## config.mk

```make
export PLATFORM = sky130hd
export DESIGN_NAME = line_octant_rasterizer
export DESIGN_NICKNAME = d
export VERILOG_FILES = /design/src/rtl/core/lor_pkg.sv /design/src/rtl/core/lor_front.sv /design/src/rtl/core/lor_queue.sv /design/src/rtl/core/lor_back.sv /design/src/rtl/core/line_octant_rasterizer.sv
export SDC_FILE = /design/constraint.sdc
export NUM_CORES = 1
export LEC_CHECK = 0
export BUFFER_PORTS_ARGS = -buffer_cell sky130_fd_sc_hd__buf_2
export CELL_PAD_IN_SITES_DETAIL_PLACEMENT = 1
export CELL_PAD_IN_SITES_GLOBAL_PLACEMENT = 2
export CORE_MARGIN = 4
export CORE_UTILIZATION = 38
export DETAILED_ROUTE_END_ITERATION = 16
export PLACE_DENSITY_LB_ADDON = 0.08
export SLEW_MARGIN = 20
export SYNTH_ARGS = -nofsm -noshare
export SYNTH_HDL_FRONTEND = slang
export SYNTH_SLANG_ARGS = --single-unit
```

## constraint.sdc

```tcl
create_clock -name clk -period 4.6 [get_ports clk]
set_clock_uncertainty 0.1 [all_clocks]
set_input_delay 1.38 -clock clk [delete_from_list [all_inputs] [get_ports clk]]
set_output_delay 1.38 -clock clk [all_outputs]
set_load 0.01 [all_outputs]
```

## src/rtl/core/lor_pkg.sv

```systemverilog
package lor_pkg;

    localparam int COORD_BITS  = 6;
    localparam int DELTA_BITS  = COORD_BITS + 1;
    localparam int TWICE_BITS  = COORD_BITS + 2;
    localparam int ERR_BITS    = 2 * COORD_BITS + 4;
    localparam int QUEUE_DEPTH = 2;
    localparam int QPTR_BITS   = (QUEUE_DEPTH > 1) ? $clog2(QUEUE_DEPTH) : 1;
    localparam int QCNT_BITS   = $clog2(QUEUE_DEPTH + 1);

    typedef logic [COORD_BITS-1:0] coord_t;
    typedef logic [DELTA_BITS-1:0] delta_t;
    typedef logic [TWICE_BITS-1:0] twice_t;
    typedef logic [ERR_BITS-1:0]   err_t;

    typedef enum logic [1:0] {
        OCT_SHALLOW_POS = 2'd0,
        OCT_STEEP_POS   = 2'd1,
        OCT_STEEP_NEG   = 2'd2,
        OCT_SHALLOW_NEG = 2'd3
    } octant_t;

    typedef enum logic {
        BK_IDLE = 1'b0,
        BK_RUN  = 1'b1
    } back_state_t;

    typedef struct packed {
        octant_t octant;
        coord_t  x_start;
        coord_t  y_start;
        delta_t  err_init;
        twice_t  twice_major;
        twice_t  twice_minor;
        coord_t  steps;
    } line_job_t;

    typedef struct packed {
        logic empty;
        logic full;
    } queue_status_t;

    function automatic delta_t coord_diff(input coord_t a, input coord_t b);
        return delta_t'({1'b0, a}) - delta_t'({1'b0, b});
    endfunction

    function automatic delta_t major_steps(input octant_t oct, input delta_t dx,
                                           input delta_t dy);
        delta_t s;
        case (oct)
            OCT_SHALLOW_POS: s = dx;
            OCT_SHALLOW_NEG: s = delta_t'(-dx);
            default:         s = dy;
        endcase
        return s;
    endfunction

    function automatic logic line_empty(input delta_t steps);
        return steps[DELTA_BITS-1] || (steps == '0);
    endfunction

endpackage

```

## src/rtl/core/lor_front.sv

```systemverilog
module lor_front
    import lor_pkg::*;
(
    input  logic          in_valid,
    output logic          in_ready,
    input  logic [1:0]    mode,
    input  coord_t        x_start,
    input  coord_t        y_start,
    input  coord_t        x_end,
    input  coord_t        y_end,
    input  queue_status_t q_status,
    output logic          push,
    output line_job_t     job
);

    octant_t oct;
    delta_t  dx;
    delta_t  dy;
    delta_t  steps;
    logic    shallow;

    always_comb
    begin
        oct     = octant_t'(mode);
        dx      = coord_diff(x_end, x_start);
        dy      = coord_diff(y_end, y_start);
        steps   = major_steps(oct, dx, dy);
        shallow = (oct == OCT_SHALLOW_POS) || (oct == OCT_SHALLOW_NEG);

        job.octant      = oct;
        job.x_start     = x_start;
        job.y_start     = y_start;
        job.steps       = steps[COORD_BITS-1:0];
        job.err_init    = shallow ? dx : dy;
        job.twice_major = shallow ? {dx, 1'b0} : {dy, 1'b0};
        job.twice_minor = shallow ? {dy, 1'b0} : {dx, 1'b0};
    end

    // accept every command while there is room; drop empty or backward lines
    assign in_ready = !q_status.full;
    assign push     = in_valid && in_ready && !line_empty(steps);

endmodule

```

## src/rtl/core/lor_queue.sv

```systemverilog
module lor_queue
    import lor_pkg::*;
(
    input  logic          clk,
    input  logic          rst_n,
    input  logic          push,
    input  line_job_t     push_job,
    input  logic          pop,
    output line_job_t     head_job,
    output queue_status_t status
);

    line_job_t              entry_reg [QUEUE_DEPTH];
    logic [QPTR_BITS-1:0]   wr_ptr_reg;
    logic [QPTR_BITS-1:0]   wr_ptr_next;
    logic [QPTR_BITS-1:0]   rd_ptr_reg;
    logic [QPTR_BITS-1:0]   rd_ptr_next;
    logic [QCNT_BITS-1:0]   count_reg;
    logic [QCNT_BITS-1:0]   count_next;
    logic                   do_push;
    logic                   do_pop;

    assign status.empty = (count_reg == '0);
    assign status.full  = (count_reg == QCNT_BITS'(QUEUE_DEPTH));
    assign do_push      = push && !status.full;
    assign do_pop       = pop && !status.empty;
    assign head_job     = entry_reg[rd_ptr_reg];

    always_comb
    begin
        wr_ptr_next = wr_ptr_reg;
        rd_ptr_next = rd_ptr_reg;
        count_next  = count_reg;
        if (do_push)
        begin
            wr_ptr_next = (wr_ptr_reg == QPTR_BITS'(QUEUE_DEPTH - 1)) ? '0
                        : wr_ptr_reg + QPTR_BITS'(1);
        end
        if (do_pop)
        begin
            rd_ptr_next = (rd_ptr_reg == QPTR_BITS'(QUEUE_DEPTH - 1)) ? '0
                        : rd_ptr_reg + QPTR_BITS'(1);
        end
        if (do_push && !do_pop)
        begin
            count_next = count_reg + QCNT_BITS'(1);
        end
        else if (do_pop && !do_push)
        begin
            count_next = count_reg - QCNT_BITS'(1);
        end
    end

    always_ff @(posedge clk or negedge rst_n)
    begin
        if (!rst_n)
        begin
            wr_ptr_reg <= '0;
            rd_ptr_reg <= '0;
            count_reg  <= '0;
        end
        else
        begin
            wr_ptr_reg <= wr_ptr_next;
            rd_ptr_reg <= rd_ptr_next;
            count_reg  <= count_next;
        end
    end

    always_ff @(posedge clk)
    begin
        if (do_push)
        begin
            entry_reg[wr_ptr_reg] <= push_job;
        end
    end

endmodule

```

## src/rtl/core/lor_back.sv

```systemverilog
module lor_back
    import lor_pkg::*;
(
    input  logic          clk,
    input  logic          rst_n,
    input  queue_status_t q_status,
    input  line_job_t     head_job,
    output logic          pop,
    output logic          out_valid,
    input  logic          out_ready,
    output coord_t        pixel_x,
    output coord_t        pixel_y,
    output logic          last
);

    back_state_t state_reg;
    back_state_t state_next;
    octant_t     octant_reg;
    coord_t      cur_x_reg;
    coord_t      cur_x_next;
    coord_t      cur_y_reg;
    coord_t      cur_y_next;
    err_t        err_reg;
    err_t        err_next;
    err_t        err_moved;
    err_t        twice_major_ext;
    err_t        twice_minor_ext;
    twice_t      twice_major_reg;
    twice_t      twice_minor_reg;
    coord_t      remain_reg;
    logic        out_valid_reg;
    coord_t      pixel_x_reg;
    coord_t      pixel_y_reg;
    logic        last_reg;
    logic        out_free;
    logic        advance;
    logic        final_pixel;
    logic        step_minor;

    assign out_free    = !out_valid_reg || out_ready;
    assign final_pixel = (remain_reg == COORD_BITS'(1));

    always_comb
    begin
        state_next = state_reg;
        case (state_reg)
            BK_IDLE:
            begin
                if (!q_status.empty)
                begin
                    state_next = BK_RUN;
                end
            end
            BK_RUN:
            begin
                if (out_free && final_pixel)
                begin
                    state_next = BK_IDLE;
                end
            end
            default: state_next = BK_IDLE;
        endcase
    end

    always_comb
    begin
        pop     = 1'b0;
        advance = 1'b0;
        case (state_reg)
            BK_IDLE: pop     = !q_status.empty;
            BK_RUN:  advance = out_free;
            default:
            begin
                pop     = 1'b0;
                advance = 1'b0;
            end
        endcase
    end

    always_comb
    begin
        twice_major_ext = {{(ERR_BITS-TWICE_BITS){twice_major_reg[TWICE_BITS-1]}},
                           twice_major_reg};
        twice_minor_ext = {{(ERR_BITS-TWICE_BITS){twice_minor_reg[TWICE_BITS-1]}},
                           twice_minor_reg};
        cur_x_next = cur_x_reg;
        cur_y_next = cur_y_reg;
        case (octant_reg)
            OCT_SHALLOW_POS:
            begin
                err_moved  = err_reg - twice_minor_ext;
                step_minor = err_moved[ERR_BITS-1];
                cur_x_next = cur_x_reg + COORD_BITS'(1);
                cur_y_next = cur_y_reg + COORD_BITS'(step_minor);
            end
            OCT_STEEP_POS:
            begin
                err_moved  = err_reg - twice_minor_ext;
                step_minor = err_moved[ERR_BITS-1];
                cur_y_next = cur_y_reg + COORD_BITS'(1);
                cur_x_next = cur_x_reg + COORD_BITS'(step_minor);
            end
            OCT_STEEP_NEG:
            begin
                err_moved  = err_reg + twice_minor_ext;
                step_minor = err_moved[ERR_BITS-1] || (err_moved == '0);
                cur_y_next = cur_y_reg + COORD_BITS'(1);
                cur_x_next = cur_x_reg - COORD_BITS'(step_minor);
            end
            default:
            begin
                err_moved  = err_reg + twice_minor_ext;
                step_minor = !err_moved[ERR_BITS-1];
                cur_x_next = cur_x_reg - COORD_BITS'(1);
                cur_y_next = cur_y_reg + COORD_BITS'(step_minor);
            end
        endcase
        err_next = step_minor ? err_moved + twice_major_ext : err_moved;
    end

    always_ff @(posedge clk or negedge rst_n)
    begin
        if (!rst_n)
        begin
            state_reg     <= BK_IDLE;
            out_valid_reg <= 1'b0;
        end
        else
        begin
            state_reg <= state_next;
            if (advance)
            begin
                out_valid_reg <= 1'b1;
            end
            else if (out_ready)
            begin
                out_valid_reg <= 1'b0;
            end
        end
    end

    always_ff @(posedge clk)
    begin
        if (pop)
        begin
            octant_reg      <= head_job.octant;
            cur_x_reg       <= head_job.x_start;
            cur_y_reg       <= head_job.y_start;
            err_reg         <= {{(ERR_BITS-DELTA_BITS){head_job.err_init[DELTA_BITS-1]}},
                                head_job.err_init};
            twice_major_reg <= head_job.twice_major;
            twice_minor_reg <= head_job.twice_minor;
            remain_reg      <= head_job.steps;
        end
        else if (advance)
        begin
            cur_x_reg  <= cur_x_next;
            cur_y_reg  <= cur_y_next;
            err_reg    <= err_next;
            remain_reg <= remain_reg - COORD_BITS'(1);
        end
        if (advance)
        begin
            pixel_x_reg <= cur_x_reg;
            pixel_y_reg <= cur_y_reg;
            last_reg    <= final_pixel;
        end
    end

    assign out_valid = out_valid_reg;
    assign pixel_x   = pixel_x_reg;
    assign pixel_y   = pixel_y_reg;
    assign last      = last_reg;

endmodule

```

## src/rtl/core/line_octant_rasterizer.sv

```systemverilog
// Path: a command beat is written into the queue, loaded into the stepper, and
// stepped into the pixel output register. Throughput: one pixel per cycle while
// out_ready is high; each line takes a load step first, then one step per pixel.
// A two-entry command queue lets commands be taken while a line is drawn.
// Reset: rst_n is asynchronous, active low; it empties the queue, idles the
// stepper and drops any pending pixel.
module line_octant_rasterizer
    import lor_pkg::*;
(
    input  logic       clk,
    input  logic       rst_n,
    input  logic       in_valid,
    output logic       in_ready,
    input  logic [1:0] mode,
    input  coord_t     x_start,
    input  coord_t     y_start,
    input  coord_t     x_end,
    input  coord_t     y_end,
    output logic       out_valid,
    input  logic       out_ready,
    output coord_t     pixel_x,
    output coord_t     pixel_y,
    output logic       last
);

    queue_status_t q_status;
    line_job_t     push_job;
    line_job_t     head_job;
    logic          push;
    logic          pop;

    lor_front u_front (
        .in_valid (in_valid),
        .in_ready (in_ready),
        .mode     (mode),
        .x_start  (x_start),
        .y_start  (y_start),
        .x_end    (x_end),
        .y_end    (y_end),
        .q_status (q_status),
        .push     (push),
        .job      (push_job)
    );

    lor_queue u_queue (
        .clk      (clk),
        .rst_n    (rst_n),
        .push     (push),
        .push_job (push_job),
        .pop      (pop),
        .head_job (head_job),
        .status   (q_status)
    );

    lor_back u_back (
        .clk       (clk),
        .rst_n     (rst_n),
        .q_status  (q_status),
        .head_job  (head_job),
        .pop       (pop),
        .out_valid (out_valid),
        .out_ready (out_ready),
        .pixel_x   (pixel_x),
        .pixel_y   (pixel_y),
        .last      (last)
    );

endmodule

```

==> summary.md <==
| Metric | Value |
|---|---|
| Hold Fails Final Rpt | 0 |
| Syn nets | 923 |
| Crit path capture type | flip-flop |
| CTS tree | done |
| Diode count | 0 |
| Residual DRC | 0 |
| Area Overhead vs Synth | 22.3% |
| Pint | 4.32 mW |
| Worst R2R Start | u_back.twice_minor_reg[1] |
| Min cycle time layout | 4.37 ns |
| Slew Limit Fails | 0 |
| Post-Synth Adder-Cell Area | 0.115 |
| CTS Hold Bufs | 0 |
| P_leak | 4.41 nW |
| Crit share post-route | 0.950 |
| Core Area | 22800 um2 |
| Final WL | 23800 um |
| Data arrival, critical path | 4.53 ns |
| Routed vias | 6590 |
| Setup crit start kind | flip-flop |
| DIE WIDTH | 161 um |
| Largest net degree at the start of global routing | 42 |
| IO buf count | 44 |
| Pwr Density | 661 nW/um2 |
| GPL Wtd Cong | 0.862 |
| Worst-margin pin slew | 0.918 ns |
| Net Sw Frac | 0.399 |
| Multi-input logic area | 4650 um2 |
| Seq/Total Area, Yosys | 0.459 |
| Hold path start | u_back.cur_x_reg[0] |
| Status | complete, no violations |
| Clock Power Share | 0.180 |
| Worst min-delay path category | flip-flop to flip-flop |
| Nets | 1046 |
| Die area | 25900 um2 |
| Initial antenna violation count | 1 |
| Number of I/O pins | 45 |
| Mux cell area share after synthesis | 0.0602 |
| Mapped Cells | 815 |
| Routed length per instance | 18.8 um |
| Critical-path maximum fanout | 4 |
| Critical Path RT | 4.76 ns |
| Simple-Gate Fraction of Synth Area | 0.109 |
| CTS max path bufs | 2 |
| Fmax | 229 MHz |
| Clock root buffer master | clkbuf_16 |
| MaxCap Viol Count | 0 |
| Clock net sink count | 137 |
| Drt pass-1 iters | 4 |
| Post-placement cell count | 1222 |
| Worst setup path start | u_back.twice_minor_reg[1] |
| Synth warnings | 0 |
| Clock Latency Late Sink | 0.41 ns |
| H-tree depth | 4 |
| GRT overflow | 0 |
| Finished Layout Cells | 1264 |
| Vias in the first global route | 7074 |
| Hpwl dp | 18400 um |
| Fillers | 2529 |
| Synth cell types | 71 |
| Max reg flops | 68 |
| Reg-to-reg setup timing slack | 0.23 ns |
| Initial Utilization | 0.389 |
| Vias per inst | 5.21 |
| Synth Area in Compound Gates | 0.153 |
| Mean Syn Cell Area | 10.9 um2 |
| Synth area leaders | edfxtp_1 44%, ha_1 10%, mux2i_1 3.5% |
| Final setup violation count | 0 |
| CTS clk-pin slew, worst paths | 0.06 ns |
| Reg power frac | 0.272 |
| Yosys top cell area share | 0.442 |
| RSZ-0062 raised after global routing | yes |
| First-pass GRT wire length | 38300 um |
| Routed Antenna Nets | 0 |
| Combinational power share | 0.548 |
| Post-route core utilization | 0.476 |
| Largest area contributor in the netlist | edfxtp_1 |
| Fraction of registers with async set/reset | 0.0438 |
| Post-synth EDFFs | 131 |
| VDD IR max | 0.327 mV |
| Kind of critical path | flip-flop to flip-flop |
| Starting DRT DRC Count | 325 |
| Slew margin rel. | 0.386 |
| Die span in y | 161 um |
| FF+latch count, synth | 137 |
| All-layer global routing usage | 0.185 |
| XOR/XNOR share of the synthesized area | 0.0594 |
| Synthesized area | 8890 um2 |
| Num CTS Buffers | 17 |
| Sw Pwr | 2.87 mW |
| Largest family of logic cells by synthesized area | compound AO/OA/AOI/OAI gates |
| Row cnt | 55 |
| Main synth FF type | edfxtp_1 |
| Register area | 4080 um2 |
| Layout cell share with drive strength beyond 1 | 0.256 |
[power groups by stage]
stage / logic [mW] / clock network [mW] / registers, mW
after floorplan: 2.59 / 0 / 1.94
after global placement: 3.64 / 0 / 1.96
after detailed placement: 3.75 / 0 / 1.98
after CTS: 3.80 / 1.32 / 1.95
after global routing: 4.37 / 1.39 / 1.98
final: 3.94 / 1.29 / 1.95
[per-layer routing]
| layer | global-route usage | share of wire | vias to the layer above |
|---|---|---|---|
| li1 | - | - | 3260 |
| met1 | 0.250 | 0.47 | 3242 |
| met2 | 0.320 | 0.49 | 61 |
| met3 | 0.0288 | 0.028 | 25 |
| met4 | 0.0353 | 0.011 | 2 |
| met5 | 0 | 0.00055 | - |
[cell usage after synthesis (3+ instances only)]
library cell and number:
a221oi_1 3, a211o_1 5, dfrtp_1 6, nand4_1 3
o311ai_0 3, a211oi_1 16, or3_1 9, xor2_1 22
nor2b_1 18, mux2_2 20, o211ai_1 5, o21a_1 3
fa_1 6, nand2b_1 8, nand2_1 38, o21bai_1 8
mux2i_1 31, or2_2 8, xnor2_1 33, inv_1 64
edfxtp_1 131, and3_1 5, nor3b_1 4, clkbuf_1 27
a21oi_1 59, nand3_1 14, and2_1 4, nand4b_1 3
o2111ai_1 4, a31oi_1 6, ha_1 72, nor3_1 17
a21o_1 16, nor2_1 49, o21ai_0 44, nor4_1 5
[cells by family after synthesis]
group                    Yosys count
AO/OA/AOI/OAI                    204
XOR/XNOR                          57
adder cells (fa/ha/maj)           78
buffers and inverters             97
flip-flops                       137
multiplexers                      51
AND/OR/NAND/NOR                  191
[final timing paths]
kind	depth (start not counted)	end
max	18	u_back.err_reg[15]
min in group asynchronous	1	u_back.out_valid
min	0	u_back.pixel_x[0]
min reg2reg	0	u_back.pixel_x[0]
max in group asynchronous	1	u_queue.count_reg[1]
max reg2reg	18	u_back.err_reg[15]
[stage by stage]
| stage | setup WS [ns] | setup TNS (ns) | hold WS, ns | area [um2] | power (mW) |
|---|---|---|---|---|---|
| 6_report | 0.229 | 0 | 0.351 | 10900 | 7.18 |
| 2_1_floorplan | 0.00339 | 0 | 0.326 | 8970 | 4.53 |
| 4_1_cts | 0.0214 | 0 | 0.352 | 10700 | 7.08 |
| 3_5_place_dp | -0.276 | -14.36 | 0.336 | 10100 | 5.73 |
| 3_3_place_gp | -0.192 | -9.04 | 0.347 | 10100 | 5.60 |
| 5_1_grt | -0.0831 | -0.109 | 0.381 | 10900 | 7.74 |
[layout by cell type (no fill, tap or decap), types with 5 or more instances in the layout]
| cell | Yosys | final |
|---|---|---|
| mux2_2 | 20 | 20 |
| a21oi_2 | 0 | 7 |
| or2_2 | 8 | 7 |
| inv_1 | 64 | 59 |
| clkbuf_16 | 0 | 17 |
| nor3_1 | 17 | 16 |
| xor2_1 | 22 | 22 |
| and3_1 | 5 | 5 |
| or3_1 | 9 | 8 |
| nor4_1 | 5 | 5 |
| o211ai_1 | 5 | 5 |
| a21o_1 | 16 | 16 |
| inv_2 | 0 | 5 |
| nor2b_1 | 18 | 18 |
| nand3_1 | 14 | 14 |
| nand2_1 | 38 | 38 |
| nand2b_1 | 8 | 8 |
| buf_2 | 2 | 44 |
| mux2i_1 | 31 | 31 |
| o21bai_1 | 8 | 7 |
| a211oi_1 | 16 | 14 |
| xnor2_1 | 33 | 29 |
| ha_1 | 72 | 66 |
| buf_4 | 0 | 88 |
| inv_6 | 0 | 5 |
| o21ai_0 | 44 | 42 |
| dfrtp_1 | 6 | 6 |
| a21oi_1 | 59 | 52 |
| edfxtp_1 | 131 | 131 |
| nor2_1 | 49 | 47 |
[layout make-up]
type / count / share of cell area
inverter: 64 / 0.0221
clock buffer: 17 / 0.0391
clock inverter: 15 / 0.0123
timing repair buffer: 136 / 0.0875
multi-input combinational: 582 / 0.427
tap: 313 / 0.0360
sequential: 137 / 0.375
[worst max-delay path, cell delays in order (launching register included)]
cell and delay (ns):
edfxtp_1 0.36, ha_2 0.21, fa_2 0.26, nand2b_4 0.08, a2111o_1 0.47, buf_6 0.15, a31oi_4 0.25, a21oi_1 0.12
o21ai_1 0.19, xnor2_1 0.20, ha_1 0.31, or2_2 0.32, a21oi_1 0.18, a31oi_2 0.06, a21oi_1 0.18, o21bai_1 0.11
xnor2_2 0.17, o311a_1 0.35, o22ai_1 0.14
[what timing repair did]
item / 4_1_cts / 5_1_grt
pin swaps: 0 / 8
gates cloned: 0 / 1
setup buffers: 0 / 9
endpoints found under the hold margin: 0 / 0
resized for setup: 4 / 28
setup endpoints to repair: 2 / 60
(Power assumes the default switching activity.)
